==> src/rtl/gyh_pkg.sv <==
// Shared types, constants and codes for the gyro yaw heading integrator.
// No dependencies; every other file imports this package.
package gyh_pkg;

    localparam int HEADING_FRAC_BITS = 16;
    localparam int BIAS_FRAC_BITS    = 8;

    localparam int RAW_W   = 16;
    localparam int TIME_W  = 32;
    localparam int HEAD_W  = 48;
    localparam int RATE_W  = 32;
    localparam int BIAS_W  = 24;
    localparam int SUM_W   = 34;
    localparam int CNT_W   = 16;
    localparam int STAT_W  = 4;
    localparam int CODE_W  = 3;
    localparam int OP_W    = 2;
    localparam int CORR_W  = RAW_W + BIAS_FRAC_BITS + 1;
    localparam int HSUM_W  = HEAD_W + 2;

    localparam int MUL_AW  = 32;
    localparam int MUL_BW  = 20;
    localparam int MUL_PW  = MUL_AW + MUL_BW;

    localparam int DIV_DW    = MUL_PW;
    localparam int DIV_SW    = 20;
    localparam int DIV_STEPS = DIV_DW / 2;
    localparam int DIV_CNT_W = $clog2(DIV_STEPS);

    localparam int GYRO_LSB_DIV = 131;
    localparam int RATE_DEN     = GYRO_LSB_DIV << BIAS_FRAC_BITS;
    localparam int RATE_SHIFT   = HEADING_FRAC_BITS + 1;
    localparam int US_PER_S     = 1000000;
    localparam int PCT_SCALE    = 100;

    localparam logic [STAT_W-1:0] ST_OK          = 4'd0;
    localparam logic [STAT_W-1:0] ST_NOT_INIT    = 4'd1;
    localparam logic [STAT_W-1:0] ST_NOT_CAL     = 4'd2;
    localparam logic [STAT_W-1:0] ST_BUS_BASE    = 4'd2;
    localparam logic [STAT_W-1:0] ST_UNKNOWN     = 4'd10;
    localparam logic [STAT_W-1:0] ST_MISMATCH    = 4'd11;
    localparam logic [STAT_W-1:0] ST_CAL_FAIL    = 4'd12;
    localparam logic [STAT_W-1:0] ST_CALIBRATING = 4'd13;

    localparam logic [OP_W-1:0] OP_SAMPLE = 2'd0;
    localparam logic [OP_W-1:0] OP_CALIB  = 2'd1;
    localparam logic [OP_W-1:0] OP_LOAD   = 2'd2;

    localparam int CFG_IDX_W  = 3;
    localparam int CFG_DATA_W = 20;
    localparam logic [CFG_IDX_W-1:0] CFG_DEVICE_READY   = 3'd0;
    localparam logic [CFG_IDX_W-1:0] CFG_CALIB_COUNT    = 3'd1;
    localparam logic [CFG_IDX_W-1:0] CFG_MAX_INTERVAL   = 3'd2;
    localparam logic [CFG_IDX_W-1:0] CFG_UNHEALTHY_FAIL = 3'd3;
    localparam logic [CFG_IDX_W-1:0] CFG_MIN_SUCCESS    = 3'd4;
    localparam logic [CFG_IDX_W-1:0] CFG_RATE_DEADBAND  = 3'd5;

    typedef struct packed {
        logic [OP_W-1:0]          op;
        logic                     read_ok;
        logic signed [RAW_W-1:0]  raw_rate;
        logic [TIME_W-1:0]        time_us;
        logic [CODE_W-1:0]        fail_code;
        logic                     config_intact;
        logic signed [HEAD_W-1:0] heading_load;
    } gyh_in_t;

    typedef struct packed {
        logic [STAT_W-1:0]        status;
        logic signed [RATE_W-1:0] yaw_rate;
        logic signed [HEAD_W-1:0] heading;
        logic [TIME_W-1:0]        interval_us;
        logic                     healthy;
        logic                     calibrated;
        logic [CNT_W-1:0]         consecutive_failures;
        logic [31:0]              total_failures;
        logic [31:0]              total_successes;
    } gyh_out_t;

    typedef struct packed {
        logic        device_ready;
        logic [15:0] calib_sample_count;
        logic [19:0] max_interval_us;
        logic [7:0]  unhealthy_fail_count;
        logic [6:0]  min_success_percent;
        logic [15:0] rate_deadband;
    } gyh_cfg_t;

    localparam gyh_cfg_t CFG_RESET = '{
        device_ready:         1'b0,
        calib_sample_count:   16'd64,
        max_interval_us:      20'd100000,
        unhealthy_fail_count: 8'd3,
        min_success_percent:  7'd80,
        rate_deadband:        16'd0
    };

    typedef struct packed {
        logic              start;
        logic [DIV_DW-1:0] dividend;
        logic [DIV_SW-1:0] divisor;
    } gyh_div_req_t;

    typedef struct packed {
        logic              done;
        logic [DIV_DW-1:0] quotient;
    } gyh_div_rsp_t;

    typedef struct packed {
        logic [MUL_AW-1:0] a;
        logic [MUL_BW-1:0] b;
    } gyh_mul_req_t;

endpackage

==> src/rtl/gyh_sample_if.sv <==
// Input channel carrying one gyro sample or command item.
// Depends on gyh_pkg for the item type.
interface gyh_sample_if;
    import gyh_pkg::*;

    logic    valid;
    logic    ready;
    gyh_in_t data;

    modport source (output valid, output data, input ready);
    modport sink (input valid, input data, output ready);
endinterface

==> src/rtl/gyh_result_if.sv <==
// Output channel carrying one result item.
// Depends on gyh_pkg for the item type.
interface gyh_result_if;
    import gyh_pkg::*;

    logic     valid;
    logic     ready;
    gyh_out_t data;

    modport source (output valid, output data, input ready);
    modport sink (input valid, input data, output ready);
endinterface

==> src/rtl/gyro_yaw_heading_integrator.sv <==
// Top level of the gyro yaw heading integrator: configuration registers,
// channel hookup, sequencer core, shared divider and multiplier.
// Depends on gyh_pkg, gyh_sample_if, gyh_result_if, gyh_core, gyh_div, gyh_mul.
//
// Channel | Direction | Payload                    | Transfer
// sample  | in        | gyh_in_t item              | valid && ready
// result  | out       | gyh_out_t item             | valid && ready
// cfg     | in        | cfg_index, cfg_wdata[19:0] | cfg_we
//
// Commands and rejected or failed samples go from evaluation straight to result.
// A good sample waits on the rate divide, and on a multiply and heading divide
// when integrated; each division runs on the shared two-bit-per-cycle divider.
// The last calibration sample adds a percent check and a bias divide.
// Reset is asynchronous: control state clears, configuration returns to defaults.
// One result register holds a finished item; a new item is accepted while it
// waits, and the sequencer holds in its last step until the register frees.
module gyro_yaw_heading_integrator (
    input  logic                               clk,
    input  logic                               rst_n,
    gyh_sample_if.sink                         sample,
    gyh_result_if.source                       result,
    input  logic                               cfg_we,
    input  logic [gyh_pkg::CFG_IDX_W-1:0]      cfg_index,
    input  logic [gyh_pkg::CFG_DATA_W-1:0]     cfg_wdata
);
    import gyh_pkg::*;

    gyh_cfg_t          cfg_reg, cfg_next;
    gyh_div_req_t      div_req;
    gyh_div_rsp_t      div_rsp;
    gyh_mul_req_t      mul_req;
    logic [MUL_PW-1:0] mul_prod;

    always_comb
    begin
        cfg_next = cfg_reg;
        if (cfg_we)
        begin
            unique case (cfg_index)
                CFG_DEVICE_READY:   cfg_next.device_ready         = cfg_wdata[0];
                CFG_CALIB_COUNT:    cfg_next.calib_sample_count   = cfg_wdata[15:0];
                CFG_MAX_INTERVAL:   cfg_next.max_interval_us      = cfg_wdata[19:0];
                CFG_UNHEALTHY_FAIL: cfg_next.unhealthy_fail_count = cfg_wdata[7:0];
                CFG_MIN_SUCCESS:    cfg_next.min_success_percent  = cfg_wdata[6:0];
                CFG_RATE_DEADBAND:  cfg_next.rate_deadband        = cfg_wdata[15:0];
                default:            cfg_next = cfg_reg;
            endcase
        end
    end

    always_ff @(posedge clk or negedge rst_n)
    begin
        if (!rst_n)
        begin
            cfg_reg <= CFG_RESET;
        end
        else
        begin
            cfg_reg <= cfg_next;
        end
    end

    gyh_core u_core (
        .clk       (clk),
        .rst_n     (rst_n),
        .cfg       (cfg_reg),
        .in_valid  (sample.valid),
        .in_data   (sample.data),
        .in_ready  (sample.ready),
        .out_valid (result.valid),
        .out_data  (result.data),
        .out_ready (result.ready),
        .div_req   (div_req),
        .div_rsp   (div_rsp),
        .mul_req   (mul_req),
        .mul_prod  (mul_prod)
    );

    gyh_div u_div (
        .clk   (clk),
        .rst_n (rst_n),
        .req   (div_req),
        .rsp   (div_rsp)
    );

    gyh_mul u_mul (
        .clk  (clk),
        .req  (mul_req),
        .prod (mul_prod)
    );

endmodule

==> src/rtl/gyh_div.sv <==
// Shared unsigned restoring divider, two quotient bits per cycle.
// Depends on gyh_pkg; done pulses one cycle with the quotient.
module gyh_div (
    input  logic                  clk,
    input  logic                  rst_n,
    input  gyh_pkg::gyh_div_req_t req,
    output gyh_pkg::gyh_div_rsp_t rsp
);
    import gyh_pkg::*;

    logic                 busy_reg, busy_next;
    logic                 done_reg, done_next;
    logic [DIV_CNT_W-1:0] cnt_reg, cnt_next;
    logic [DIV_SW-1:0]    rem_reg, rem_next;
    logic [DIV_SW-1:0]    dsr_reg, dsr_next;
    logic [DIV_DW-1:0]    quo_reg, quo_next;
    logic [DIV_SW:0]      step1, step2;

    function automatic logic [DIV_SW:0] div_step(input logic [DIV_SW-1:0] rem,
                                                  input logic bit_in,
                                                  input logic [DIV_SW-1:0] dsr);
        logic [DIV_SW:0] t;
        logic [DIV_SW:0] d;
        t = {rem, bit_in};
        d = {1'b0, dsr};
        if (t >= d)
        begin
            return {1'b1, DIV_SW'(t - d)};
        end
        return {1'b0, t[DIV_SW-1:0]};
    endfunction

    always_comb
    begin
        step1     = div_step(rem_reg, quo_reg[DIV_DW-1], dsr_reg);
        step2     = div_step(step1[DIV_SW-1:0], quo_reg[DIV_DW-2], dsr_reg);
        busy_next = busy_reg;
        done_next = 1'b0;
        cnt_next  = cnt_reg;
        rem_next  = rem_reg;
        dsr_next  = dsr_reg;
        quo_next  = quo_reg;
        if (req.start)
        begin
            busy_next = 1'b1;
            cnt_next  = DIV_CNT_W'(DIV_STEPS - 1);
            rem_next  = '0;
            dsr_next  = req.divisor;
            quo_next  = req.dividend;
        end
        else if (busy_reg)
        begin
            quo_next = {quo_reg[DIV_DW-3:0], step1[DIV_SW], step2[DIV_SW]};
            rem_next = step2[DIV_SW-1:0];
            if (cnt_reg == '0)
            begin
                busy_next = 1'b0;
                done_next = 1'b1;
            end
            else
            begin
                cnt_next = cnt_reg - 1'b1;
            end
        end
    end

    always_ff @(posedge clk or negedge rst_n)
    begin
        if (!rst_n)
        begin
            busy_reg <= 1'b0;
            done_reg <= 1'b0;
            cnt_reg  <= '0;
        end
        else
        begin
            busy_reg <= busy_next;
            done_reg <= done_next;
            cnt_reg  <= cnt_next;
        end
    end

    always_ff @(posedge clk)
    begin
        rem_reg <= rem_next;
        dsr_reg <= dsr_next;
        quo_reg <= quo_next;
    end

    assign rsp.done     = done_reg;
    assign rsp.quotient = quo_reg;

endmodule

==> src/rtl/gyh_mul.sv <==
// Shared unsigned multiplier with a registered product.
// Depends on gyh_pkg; the product is registered, valid in the cycle after the operands.
module gyh_mul (
    input  logic                        clk,
    input  gyh_pkg::gyh_mul_req_t       req,
    output logic [gyh_pkg::MUL_PW-1:0]  prod
);
    import gyh_pkg::*;

    logic [MUL_PW-1:0] prod_reg, prod_next;

    always_comb
    begin
        prod_next = MUL_PW'(req.a) * MUL_PW'(req.b);
    end

    always_ff @(posedge clk)
    begin
        prod_reg <= prod_next;
    end

    assign prod = prod_reg;

endmodule

==> src/rtl/gyh_core.sv <==
// Sequencer, state registers and output register of the yaw integrator.
// Depends on gyh_pkg; drives the shared divider and multiplier.
module gyh_core (
    input  logic                        clk,
    input  logic                        rst_n,
    input  gyh_pkg::gyh_cfg_t           cfg,
    input  logic                        in_valid,
    input  gyh_pkg::gyh_in_t            in_data,
    output logic                        in_ready,
    output logic                        out_valid,
    output gyh_pkg::gyh_out_t           out_data,
    input  logic                        out_ready,
    output gyh_pkg::gyh_div_req_t       div_req,
    input  gyh_pkg::gyh_div_rsp_t       div_rsp,
    output gyh_pkg::gyh_mul_req_t       mul_req,
    input  logic [gyh_pkg::MUL_PW-1:0]  mul_prod
);
    import gyh_pkg::*;

    typedef enum logic [9:0] {
        S_IDLE  = 10'b0000000001,
        S_EVAL  = 10'b0000000010,
        S_PCT   = 10'b0000000100,
        S_JUDGE = 10'b0000001000,
        S_BIAS  = 10'b0000010000,
        S_RATE  = 10'b0000100000,
        S_HMUL  = 10'b0001000000,
        S_HDIV  = 10'b0010000000,
        S_HACC  = 10'b0100000000,
        S_EMIT  = 10'b1000000000
    } state_t;

    state_t                   state_reg, state_next;
    gyh_in_t                  item_reg, item_next;
    logic [STAT_W-1:0]        st_reg, st_next;
    logic [TIME_W-1:0]        used_reg, used_next;
    logic [TIME_W-1:0]        interval_reg, interval_next;
    logic                     integrate_reg, integrate_next;
    logic                     sign_reg, sign_next;
    logic signed [BIAS_W-1:0] bias_reg, bias_next;
    logic signed [HEAD_W-1:0] heading_reg, heading_next;
    logic signed [RATE_W-1:0] rate_reg, rate_next;
    logic [TIME_W-1:0]        last_time_reg, last_time_next;
    logic                     time_valid_reg, time_valid_next;
    logic [CNT_W-1:0]         fail_run_reg, fail_run_next;
    logic [31:0]              fail_total_reg, fail_total_next;
    logic [31:0]              success_total_reg, success_total_next;
    logic                     calib_reg, calib_next;
    logic                     healthy_reg, healthy_next;
    logic                     calibrating_reg, calibrating_next;
    logic [CNT_W-1:0]         calib_left_reg, calib_left_next;
    logic signed [SUM_W-1:0]  calib_sum_reg, calib_sum_next;
    logic [CNT_W-1:0]         calib_good_reg, calib_good_next;
    logic                     out_valid_reg, out_valid_next;
    gyh_out_t                 out_reg, out_next;

    logic                     out_load;
    logic                     fail_evt;
    logic                     recovering;
    logic [TIME_W-1:0]        interval_sel;
    logic signed [CORR_W-1:0] corr;
    logic [CORR_W-1:0]        corr_mag;
    logic [CORR_W-1:0]        rate_mag;
    logic [SUM_W-1:0]         sum_mag;
    logic [RATE_W-1:0]        rate_abs;
    logic [CNT_W-1:0]         fail_run_inc;
    logic [CNT_W-1:0]         left_dec;
    logic [CNT_W-1:0]         good_new;
    logic [MUL_PW-1:0]        pct_lhs;
    logic [TIME_W-1:0]        hq;
    logic signed [HSUM_W-1:0] hsum;

    function automatic logic [STAT_W-1:0] fail_status(input logic [CODE_W-1:0] code);
        return (code == '0) ? ST_UNKNOWN : ST_BUS_BASE + STAT_W'(code);
    endfunction

    function automatic logic [RATE_W-1:0] clamp_rate(input logic neg,
                                                      input logic [DIV_DW-1:0] q);
        logic [RATE_W-1:0] r;
        if (!neg)
        begin
            r = (q > DIV_DW'({1'b0, {(RATE_W-1){1'b1}}})) ?
                {1'b0, {(RATE_W-1){1'b1}}} : q[RATE_W-1:0];
        end
        else
        begin
            r = (q > DIV_DW'({1'b1, {(RATE_W-1){1'b0}}})) ?
                {1'b1, {(RATE_W-1){1'b0}}} : ~q[RATE_W-1:0] + 1'b1;
        end
        return r;
    endfunction

    function automatic logic [BIAS_W-1:0] clamp_bias(input logic neg,
                                                      input logic [DIV_DW-1:0] q);
        logic [BIAS_W-1:0] r;
        if (!neg)
        begin
            r = (q > DIV_DW'({1'b0, {(BIAS_W-1){1'b1}}})) ?
                {1'b0, {(BIAS_W-1){1'b1}}} : q[BIAS_W-1:0];
        end
        else
        begin
            r = (q > DIV_DW'({1'b1, {(BIAS_W-1){1'b0}}})) ?
                {1'b1, {(BIAS_W-1){1'b0}}} : ~q[BIAS_W-1:0] + 1'b1;
        end
        return r;
    endfunction

    always_comb
    begin
        recovering   = fail_run_reg != '0;
        interval_sel = (!time_valid_reg || recovering) ?
                       '0 : item_reg.time_us - last_time_reg;
        corr         = (CORR_W'(item_reg.raw_rate) <<< BIAS_FRAC_BITS) - CORR_W'(bias_reg);
        corr_mag     = corr[CORR_W-1] ? CORR_W'(-corr) : CORR_W'(corr);
        rate_mag     = (corr_mag < CORR_W'(cfg.rate_deadband)) ? '0 : corr_mag;
        sum_mag      = calib_sum_reg[SUM_W-1] ? SUM_W'(-calib_sum_reg) : SUM_W'(calib_sum_reg);
        rate_abs     = rate_reg[RATE_W-1] ? RATE_W'(-rate_reg) : RATE_W'(rate_reg);
        fail_run_inc = (fail_run_reg == '1) ? fail_run_reg : fail_run_reg + 1'b1;
        left_dec     = (calib_left_reg != '0) ? calib_left_reg - 1'b1 : '0;
        good_new     = item_reg.read_ok ? calib_good_reg + 1'b1 : calib_good_reg;
        pct_lhs      = MUL_PW'(calib_good_reg) * MUL_PW'(PCT_SCALE);
        hq           = div_rsp.quotient[TIME_W-1:0];
        hsum         = HSUM_W'(heading_reg) +
                       (sign_reg ? -$signed(HSUM_W'(hq)) : $signed(HSUM_W'(hq)));
    end

    always_comb
    begin
        state_next         = state_reg;
        item_next          = item_reg;
        st_next            = st_reg;
        used_next          = used_reg;
        interval_next      = interval_reg;
        integrate_next     = integrate_reg;
        sign_next          = sign_reg;
        bias_next          = bias_reg;
        heading_next       = heading_reg;
        rate_next          = rate_reg;
        last_time_next     = last_time_reg;
        time_valid_next    = time_valid_reg;
        fail_run_next      = fail_run_reg;
        fail_total_next    = fail_total_reg;
        success_total_next = success_total_reg;
        calib_next         = calib_reg;
        healthy_next       = healthy_reg;
        calibrating_next   = calibrating_reg;
        calib_left_next    = calib_left_reg;
        calib_sum_next     = calib_sum_reg;
        calib_good_next    = calib_good_reg;
        div_req            = '0;
        mul_req            = '0;
        out_load           = 1'b0;
        fail_evt           = 1'b0;

        unique case (state_reg)
            S_IDLE:
            begin
                if (in_valid)
                begin
                    item_next  = in_data;
                    state_next = S_EVAL;
                end
            end
            S_EVAL:
            begin
                used_next  = '0;
                state_next = S_EMIT;
                case (item_reg.op)
                    OP_SAMPLE:
                    begin
                        if (calibrating_reg)
                        begin
                            if (item_reg.read_ok)
                            begin
                                calib_sum_next     = calib_sum_reg + SUM_W'(item_reg.raw_rate);
                                calib_good_next    = good_new;
                                success_total_next = success_total_reg + 1'b1;
                                fail_run_next      = '0;
                                st_next            = ST_CALIBRATING;
                            end
                            else
                            begin
                                fail_evt = 1'b1;
                                st_next  = fail_status(item_reg.fail_code);
                            end
                            calib_left_next = left_dec;
                            if (left_dec == '0)
                            begin
                                calibrating_next = 1'b0;
                                if (good_new == '0 || cfg.calib_sample_count == '0)
                                begin
                                    st_next = ST_CAL_FAIL;
                                end
                                else
                                begin
                                    state_next = S_PCT;
                                end
                            end
                        end
                        else if (!cfg.device_ready)
                        begin
                            healthy_next = 1'b0;
                            st_next      = ST_NOT_INIT;
                        end
                        else if (!calib_reg)
                        begin
                            healthy_next = 1'b0;
                            st_next      = ST_NOT_CAL;
                        end
                        else if (recovering && !item_reg.config_intact)
                        begin
                            fail_evt = 1'b1;
                            st_next  = ST_MISMATCH;
                        end
                        else if (!item_reg.read_ok)
                        begin
                            fail_evt = 1'b1;
                            st_next  = fail_status(item_reg.fail_code);
                        end
                        else
                        begin
                            interval_next      = interval_sel;
                            integrate_next     = (interval_sel != '0) &&
                                                 (interval_sel <= TIME_W'(cfg.max_interval_us));
                            last_time_next     = item_reg.time_us;
                            time_valid_next    = 1'b1;
                            success_total_next = success_total_reg + 1'b1;
                            fail_run_next      = '0;
                            healthy_next       = 1'b1;
                            st_next            = ST_OK;
                            sign_next          = corr[CORR_W-1];
                            div_req.start      = 1'b1;
                            div_req.dividend   = (DIV_DW'(rate_mag) << RATE_SHIFT) +
                                                 DIV_DW'(RATE_DEN / 2);
                            div_req.divisor    = DIV_SW'(RATE_DEN);
                            state_next         = S_RATE;
                        end
                    end
                    OP_CALIB:
                    begin
                        calib_next       = 1'b0;
                        healthy_next     = 1'b0;
                        bias_next        = '0;
                        rate_next        = '0;
                        calibrating_next = 1'b0;
                        if (!cfg.device_ready)
                        begin
                            st_next = ST_NOT_INIT;
                        end
                        else if (cfg.calib_sample_count == '0)
                        begin
                            st_next = ST_CAL_FAIL;
                        end
                        else
                        begin
                            calibrating_next = 1'b1;
                            calib_left_next  = cfg.calib_sample_count;
                            calib_sum_next   = '0;
                            calib_good_next  = '0;
                            st_next          = ST_CALIBRATING;
                        end
                    end
                    OP_LOAD:
                    begin
                        heading_next = item_reg.heading_load;
                        st_next      = ST_OK;
                    end
                    default:
                    begin
                        st_next = ST_UNKNOWN;
                    end
                endcase
            end
            S_PCT:
            begin
                mul_req.a  = MUL_AW'(cfg.calib_sample_count);
                mul_req.b  = MUL_BW'(cfg.min_success_percent);
                state_next = S_JUDGE;
            end
            S_JUDGE:
            begin
                if (pct_lhs < mul_prod)
                begin
                    st_next    = ST_CAL_FAIL;
                    state_next = S_EMIT;
                end
                else
                begin
                    sign_next        = calib_sum_reg[SUM_W-1];
                    div_req.start    = 1'b1;
                    div_req.dividend = (DIV_DW'(sum_mag) << BIAS_FRAC_BITS) +
                                       DIV_DW'(calib_good_reg >> 1);
                    div_req.divisor  = DIV_SW'(calib_good_reg);
                    state_next       = S_BIAS;
                end
            end
            S_BIAS:
            begin
                if (div_rsp.done)
                begin
                    bias_next       = $signed(clamp_bias(sign_reg, div_rsp.quotient));
                    calib_next      = 1'b1;
                    healthy_next    = 1'b1;
                    fail_run_next   = '0;
                    time_valid_next = 1'b0;
                    last_time_next  = '0;
                    heading_next    = '0;
                    st_next         = ST_OK;
                    state_next      = S_EMIT;
                end
            end
            S_RATE:
            begin
                if (div_rsp.done)
                begin
                    rate_next  = $signed(clamp_rate(sign_reg, div_rsp.quotient));
                    state_next = integrate_reg ? S_HMUL : S_EMIT;
                end
            end
            S_HMUL:
            begin
                sign_next  = rate_reg[RATE_W-1];
                mul_req.a  = rate_abs;
                mul_req.b  = MUL_BW'(interval_reg);
                state_next = S_HDIV;
            end
            S_HDIV:
            begin
                div_req.start    = 1'b1;
                div_req.dividend = mul_prod + DIV_DW'(US_PER_S / 2);
                div_req.divisor  = DIV_SW'(US_PER_S);
                state_next       = S_HACC;
            end
            S_HACC:
            begin
                if (div_rsp.done)
                begin
                    if (hsum[HSUM_W-1:HEAD_W-1] == '0 || hsum[HSUM_W-1:HEAD_W-1] == '1)
                    begin
                        heading_next = hsum[HEAD_W-1:0];
                    end
                    else if (hsum[HSUM_W-1])
                    begin
                        heading_next = {1'b1, {(HEAD_W-1){1'b0}}};
                    end
                    else
                    begin
                        heading_next = {1'b0, {(HEAD_W-1){1'b1}}};
                    end
                    used_next  = interval_reg;
                    state_next = S_EMIT;
                end
            end
            S_EMIT:
            begin
                if (!out_valid_reg || out_ready)
                begin
                    out_load   = 1'b1;
                    state_next = S_IDLE;
                end
            end
            default:
            begin
                state_next = S_IDLE;
            end
        endcase

        if (fail_evt)
        begin
            fail_total_next = fail_total_reg + 1'b1;
            fail_run_next   = fail_run_inc;
            if (fail_run_inc >= CNT_W'(cfg.unhealthy_fail_count))
            begin
                healthy_next = 1'b0;
            end
        end
    end

    always_comb
    begin
        out_next.status               = st_reg;
        out_next.yaw_rate             = rate_reg;
        out_next.heading              = heading_reg;
        out_next.interval_us          = used_reg;
        out_next.healthy              = healthy_reg;
        out_next.calibrated           = calib_reg;
        out_next.consecutive_failures = fail_run_reg;
        out_next.total_failures       = fail_total_reg;
        out_next.total_successes      = success_total_reg;
        if (out_load)
        begin
            out_valid_next = 1'b1;
        end
        else if (out_ready)
        begin
            out_valid_next = 1'b0;
        end
        else
        begin
            out_valid_next = out_valid_reg;
        end
    end

    always_ff @(posedge clk or negedge rst_n)
    begin
        if (!rst_n)
        begin
            state_reg         <= S_IDLE;
            out_valid_reg     <= 1'b0;
            bias_reg          <= '0;
            heading_reg       <= '0;
            rate_reg          <= '0;
            last_time_reg     <= '0;
            time_valid_reg    <= 1'b0;
            fail_run_reg      <= '0;
            fail_total_reg    <= '0;
            success_total_reg <= '0;
            calib_reg         <= 1'b0;
            healthy_reg       <= 1'b0;
            calibrating_reg   <= 1'b0;
            calib_left_reg    <= '0;
            calib_sum_reg     <= '0;
            calib_good_reg    <= '0;
        end
        else
        begin
            state_reg         <= state_next;
            out_valid_reg     <= out_valid_next;
            bias_reg          <= bias_next;
            heading_reg       <= heading_next;
            rate_reg          <= rate_next;
            last_time_reg     <= last_time_next;
            time_valid_reg    <= time_valid_next;
            fail_run_reg      <= fail_run_next;
            fail_total_reg    <= fail_total_next;
            success_total_reg <= success_total_next;
            calib_reg         <= calib_next;
            healthy_reg       <= healthy_next;
            calibrating_reg   <= calibrating_next;
            calib_left_reg    <= calib_left_next;
            calib_sum_reg     <= calib_sum_next;
            calib_good_reg    <= calib_good_next;
        end
    end

    always_ff @(posedge clk)
    begin
        item_reg      <= item_next;
        st_reg        <= st_next;
        used_reg      <= used_next;
        interval_reg  <= interval_next;
        integrate_reg <= integrate_next;
        sign_reg      <= sign_next;
        if (out_load)
        begin
            out_reg <= out_next;
        end
    end

    assign in_ready  = (state_reg == S_IDLE);
    assign out_valid = out_valid_reg;
    assign out_data  = out_reg;

endmodule

==> src/flat_wrapper.sv <==
// flat-port wrapper written by rule: the top's interface ports become plain ports
module gyro_yaw_heading_integrator_flat import gyh_pkg::*;
  (clk, rst_n, cfg_we, cfg_index, cfg_wdata, sample_valid, sample_data, sample_ready, result_valid, result_data, result_ready);
  gyh_sample_if sample_i ();
  gyh_result_if result_i ();
  input  logic clk;
  input  logic rst_n;
  input  logic cfg_we;
  input  logic [gyh_pkg::CFG_IDX_W-1:0] cfg_index;
  input  logic [gyh_pkg::CFG_DATA_W-1:0] cfg_wdata;
  input wire logic [$bits(sample_i.valid)-1:0] sample_valid;
  input wire logic [$bits(sample_i.data)-1:0] sample_data;
  output wire logic [$bits(sample_i.ready)-1:0] sample_ready;
  output wire logic [$bits(result_i.valid)-1:0] result_valid;
  output wire logic [$bits(result_i.data)-1:0] result_data;
  input wire logic [$bits(result_i.ready)-1:0] result_ready;
  assign sample_i.valid = sample_valid;
  assign sample_i.data = sample_data;
  assign sample_ready = sample_i.ready;
  assign result_valid = result_i.valid;
  assign result_data = result_i.data;
  assign result_i.ready = result_ready;
  gyro_yaw_heading_integrator u_core (.clk(clk), .rst_n(rst_n), .sample(sample_i), .result(result_i), .cfg_we(cfg_we), .cfg_index(cfg_index), .cfg_wdata(cfg_wdata));
endmodule
==> config.mk <==
export PLATFORM = sky130hd
export DESIGN_NAME = gyro_yaw_heading_integrator_flat
export DESIGN_NICKNAME = d
export VERILOG_FILES = /design/src/rtl/gyh_pkg.sv /design/src/rtl/gyh_sample_if.sv /design/src/rtl/gyh_result_if.sv /design/src/rtl/gyro_yaw_heading_integrator.sv /design/src/rtl/gyh_div.sv /design/src/rtl/gyh_mul.sv /design/src/rtl/gyh_core.sv /design/src/flat_wrapper.sv
export SDC_FILE = /design/constraint.sdc
export NUM_CORES = 2
export LEC_CHECK = 0
export ABC_AREA = 1
export BUFFER_PORTS_ARGS = -buffer_cell sky130_fd_sc_hd__buf_4
export CORE_UTILIZATION = 30
export CTS_BUF_LIST = sky130_fd_sc_hd__clkbuf_16
export DETAILED_ROUTE_END_ITERATION = 8
export PLACE_DENSITY_LB_ADDON = 0.05
export SYNTH_ARGS = -nofsm -noshare
export SYNTH_HDL_FRONTEND = slang
export SYNTH_SLANG_ARGS = --single-unit
==> constraint.sdc <==
create_clock -name clk -period 13.71 [get_ports clk]
set_clock_uncertainty 0.1 [all_clocks]
set_input_delay 0 -clock clk [delete_from_list [all_inputs] [get_ports clk]]
set_output_delay 0 -clock clk [all_outputs]
set_load 0.1 [all_outputs]
# After elaboration in Yosys (flattened, before gate mapping)
# Cells that the tools add are included.
[classes]
addsub = 22
multipliers = 2
order_cmp = 10
eq_ne = 46
muxes = 166
bitwise = 4
n_reduce_logical = 55
[op_table]
columns = ["operator", "count"]
rows = [
  ["2-to-1 mux 32 bit", 20],
  ["2-to-1 mux 73 bit", 7],
  ["2-to-1 mux 16 bit", 18],
  ["2-to-1 mux 48 bit", 5],
  ["one-hot mux 73 bit (3 select lines)", 1],
  ["one-hot mux 32 bit (2 select lines)", 3],
  ["2-to-1 mux 34 bit", 5],
  ["one-hot mux 48 bit (3 select lines)", 1],
  ["2-to-1 mux 10 bit", 14],
  ["2-to-1 mux 24 bit", 5],
  ["2-to-1 mux 52 bit", 2],
  ["one-hot mux 52 bit (2 select lines)", 1],
  ["adder 32 x 1 -> 32 bit (second input constant)", 3],
  ["one-hot mux 16 bit (2 select lines)", 3],
  ["one-hot mux 10 bit (9 select lines)", 1],
  ["2-to-1 mux 21 bit", 4],
  ["one-hot mux 34 bit (2 select lines)", 1],
  ["adder 52 x 19 -> 52 bit (second input constant)", 1],
  ["> comparator 52 x 23 -> 1 bit (second input constant)", 1],
  ["> comparator 52 x 24 -> 1 bit (second input constant)", 1],
  ["> comparator 52 x 31 -> 1 bit (second input constant)", 1],
  ["> comparator 52 x 32 -> 1 bit (second input constant)", 1],
  ["less-than comparator 23 x 52 -> 1 bit", 1],
  ["multiplier 32 x 20 -> 52 bit", 1],
  ["74 further kinds", 204],
]
[word_totals]
regBits = 887
output_inout_bits = 200
word_cells = 355

# Depth between registers and ports, before layout
[depth]
word_depth = 15
mapped_depth = 40

# Modules after synthesis
# Synthesis repeated with hierarchy kept, for this count alone.
[hier_totals]
hier_cells = 10324
area_unflattened_um2 = 79097.1
[modules_own_cells]
columns = ["module", "n_inst", "cells_per_inst", "area_per_inst_um2", "seq_area_each_um2"]
rows = [
  ["gyh_core", 1, 5821, 45665.0, 18574.1],
  ["gyh_mul", 1, 3200, 23486.3, 1041.0],
  ["gyh_div", 1, 997, 7208.2, 2737.6],
  ["gyro_yaw_heading_integrator", 1, 306, 2737.6, 1715.4],
]

# Worst setup path before layout
# Ideal clock, no wire load.
[synth_path]
path_kind = "flip-flop to flip-flop"
from = "reg u_core.u_core.state_reg[2]"
to = "reg u_core.u_core.out_reg (netlist bit u_core.u_core.out_data[0]), enable pin"
arrival_ps = 9390
required_ps = 12852
path_slack_ps = 3461
path_stages_with_launch = 10
n_path_buf = 0
cell_sequence = "dfrtp_1 inv_1 nand2_1 nor2_1 inv_2 nor2_1 inv_2 nor3_1 inv_1 nor2_1"
[synth_via]
elab_chain_cells = 2
[synth_lines]
columns = ["element", "line_no", "text"]
rows = [
  ["from (decl)", "gyh_core.sv:33", "state_t state_reg, state_next;"],
  ["from (signal assigned)", "gyh_core.sv:428", "state_reg <= state_next;"],
  ["equality test 10 bit", "gyh_core.sv:156", "unique case (state_reg)"],
  ["2-to-1 mux 1 bit", "gyh_core.sv:156", ""],
  ["named net u_core.u_core.out_load", "gyh_core.sv:57", "logic out_load;"],
  ["to (signal assigned)", "gyh_core.sv:457", "out_reg <= out_next;"],
  ["to (decl)", "gyh_core.sv:55", "gyh_out_t out_reg, out_next;"],
]
# The timed path passes the listed nets, and every way through them passes these cells.
# A chain may end at the register's enable or synchronous reset.

# Worst setup path after layout
[layout_path]
from = "reg u_core.u_core.rate_reg[31]"
to = "reg u_core.u_mul.prod_reg[45], in the netlist u_core.u_mul.prod[45]"
[layout_via]
elab_chain_cells = 4
[layout_lines]
columns = ["element", "line_no", "text"]
rows = [
  ["from (decl)", "gyh_core.sv:42", "logic signed [RATE_W-1:0] rate_reg, rate_next;"],
  ["from (signal assigned)", "gyh_core.sv:432", "rate_reg <= rate_next;"],
  ["negation 32 bit", "gyh_core.sv:118", "rate_abs = rate_reg[RATE_W-1] ? RATE_W'(-rate_reg) : RATE_W'(rate_reg);"],
  ["2-to-1 mux 32 bit *", "gyh_core.sv:118", ""],
  ["one-hot mux 52 bit (2 select lines) *", "gyh_core.sv:156", ""],
  ["multiplier 32 x 20 -> 52 bit *", "gyh_mul.sv:14", "prod_next = MUL_PW'(req.a) * MUL_PW'(req.b);"],
  ["named net u_core.u_mul.prod_next[45]", "gyh_mul.sv:10", "logic [MUL_PW-1:0] prod_reg, prod_next;"],
  ["to (signal assigned)", "gyh_mul.sv:19", "prod_reg <= prod_next;"],
  ["to (decl)", "gyh_mul.sv:10", ""],
]
# The timed path passes the listed nets; every way through them passes the cells marked *.

==> reports/qor.yml <==
outcome: "finished clean"
drv_slew: 0
switchingPower_mw: 4.65
p_leak_nw: 41.4
post-route-util: 0.355
die_area_mm2: 0.251
path_depth: 30
relSlewSlack: 0.208
antenna_found_initial: 13
post-place-ws_ns: 2.70
yosys_warnings: 0
drtIter0Drc: 4738
finalSetupTns_ns: 0
multi_input_area_mm2: 0.0434
drcViolationCount: 0
fmax_mhz: 88.9
globalplace.congestion: 0.913
syn_nets: 10300
setup_violations: 0
die-height_um: 501
synth_common_cells: "1709 x nand2_1, 1660 x inv_1, 984 x nor2_1"
grt_max_degree: 70
required_ns: 14.25
grt-ovfl-total: 0
h-tree-depth: 3
cp.arrival_ns: 11.78
setup_slack_ns: 2.46
hpwl_um: 239000
path_max_fanout: 28
synthTopCellsByArea: "edfxtp_1 18%, fa_1 15%, dfrtp_1 12%, nand2_1 8.6%, inv_1 8.4%"
synthArstFlopShare: 0.421
cts_root_buf: "clkbuf_16"
cts_buffer_depth: 3
placed_cell_area_mm2: 0.0811
drtAntennaViolNets: 0
wl_per_cell_um: 22.8
clk_pin_slew_ns: 0.06
finalNonFillerCells: 13200
largest_register_ffs: 198
rsz0062_at_grt: "false"
ys.flop_type: "edfxtp_1"
clk_latency_ns: 0.81
layout.nets: 10900
numCtsBuffers: 112
fill_cells: 26000
power.switching_fraction: 0.426
min_period_ns: 11.25
r2r-start: "u_core.u_core.rate_reg[31]"
syn-instance-count: 9171
hold_viol: 0
crit_end: "u_core.u_mul.prod[45]"
worstMarginPinSlew_ns: 1.18
synth_edf_count: 440
finalInstanceArea_mm2: 0.0875
synth.distinct_cells: 81
drtPass1Iterations: 6
yosysSeqAreaShare: 0.321
initial_utilization: 0.303
postSynthAreaPerCell_um2: 8.14
crit_start: "u_core.u_core.rate_reg[31]"
synth_area_mm2: 0.0746
coreArea_mm2: 0.247
p_total_mw: 10.9
grt_pass1_wl_um: 442000
p_clk_frac: 0.281
area.growth.synth_to_final_pct: 17.2
io_pins: 331
wirelength_um: 300000
synth.largest_area_cell: "edfxtp_1"
drive_above_1_share: 0.0810
critPathLaunchType: "register"
path_class: "reg2reg"
ys_seq_elements: 884
cpPeakStageDelay_ns: 1.02
via_count: 64700
p_int_mw: 6.26
grt_usage: 0.237
yosys.cell_count.top_type: "nand2_1"
first_global_vias: 65800
irDropWorstVdd_uv: 129
hp-class: "in2reg"
rr_worst_depth: 30
maxCapViolCount: 0
critPathBufInv: 8
holdWs_ns: 0.0728
num_rows: 182
cts_tree: "built"
cts.sinks: 884
place.port_buffers: 330
finalCritPeriodShare: 0.820
powerDensity_mw_per_mm2: 125
pwr-share-comb: 0.400
vias_per_cell: 4.92
ff2ff_setup_slack_ns: 2.46
dp.cells: 12700
p_seq_frac: 0.319
crit_family: "adder cells"
yosysTopAreaCellShare: 0.177
cp-end-kind: "register"
cp_slowest_cell: "clkinv_1"
die_w_um: 501
post_cts_resized: 0
timing.rr.end: "u_core.u_mul.prod[45]"
seq_area_mm2: 0.0240
how the worst min path moves through the flow:
stage                       from                             end  slack, ns  cells past startpoint
floorplan                  rst_n               u_core.cfg_reg[0]      -0.40                      0
global placement           rst_n  u_core.u_core.calib_sum_reg[3]      -0.17                      1
detailed placement         rst_n  u_core.u_core.calib_sum_reg[7]      -0.16                      1
CTS                 sample_valid      u_core.u_core.state_reg[1]      0.007                      4
global route        sample_valid      u_core.u_core.state_reg[1]       0.03                      4
finish              sample_valid      u_core.u_core.state_reg[1]       0.07                      4
layer usage:
layer / up-vias / routed length, um / track usage
met1: 32100 / 139000 / 0.326
met4: 6 / 8160 / 0.0631
met2: 1529 / 139000 / 0.392
met3: 326 / 13300 / 0.0276
met5: - / 33 / 0
li1: 30700 / - / -
layout make-up:
cell class / instances / area share
antenna: 2 / 0.0000572
clock buffer: 118 / 0.0338
clock inverter: 96 / 0.00973
inverter: 1701 / 0.0730
multi-input combinational: 6364 / 0.496
sequential: 884 / 0.274
tap: 3312 / 0.0474
timing repair buffer: 683 / 0.0660
worst min-delay path, delay by kind of cell:
family / cells / cell delay, ns
buf+inv: 3 / 0.79
simple gates: 1 / 0.13
power groups by stage:
| stage | combinational, mW | sequential, mW | clock [mW] |
|---|---|---|---|
| after floorplan | 2.84 | 3.60 | 0 |
| after global placement | 4.28 | 3.53 | 0 |
| after detailed placement | 4.29 | 3.53 | 0 |
| after CTS | 4.38 | 3.48 | 3.18 |
| after global routing | 4.86 | 3.51 | 3.26 |
| final | 4.36 | 3.48 | 3.07 |
layout by cell type (no fill, tap or decap), types with 13 or more instances in the layout:
cell type,count
a211oi_1,13
a21boi_0,18
a21boi_1,42
a21o_1,24
a21oi_1,475
a22o_1,32
a31oi_1,75
buf_4,429
clkbuf_16,118
clkinv_1,35
clkinv_2,23
dfrtp_1,360
dfxtp_1,72
dlygate4sd3_1,251
edfxtp_1,440
fa_1,553
ha_1,470
inv_1,1677
inv_2,24
nand2_1,1708
nand3_1,375
nand3b_1,14
nand4_1,133
nor2_1,979
nor2_2,26
nor3_1,132
nor4_1,64
o211ai_1,37
o21a_1,29
o21ai_0,503
o21ai_1,21
o21bai_1,48
o22ai_1,58
or2_2,63
xnor2_1,112
xor2_1,211
kinds of logic after synthesis:
group                      Yosys count  synth area share
muxes                                5          0.000738
adders and majority gates         1023             0.227
DFF                                884             0.321
buffers and inverters             1923            0.0984
and+or+nand+nor                   3570             0.203
AOI/OAI and AO/OA                 1441             0.111
xor gates and xnor gates           325            0.0383
what timing repair did:
item,4_1_cts,5_1_grt
hold buffers,252,0
endpoints found under the hold margin,456,0
setup buffers,0,0
Power figures use the tool's default switching activity.
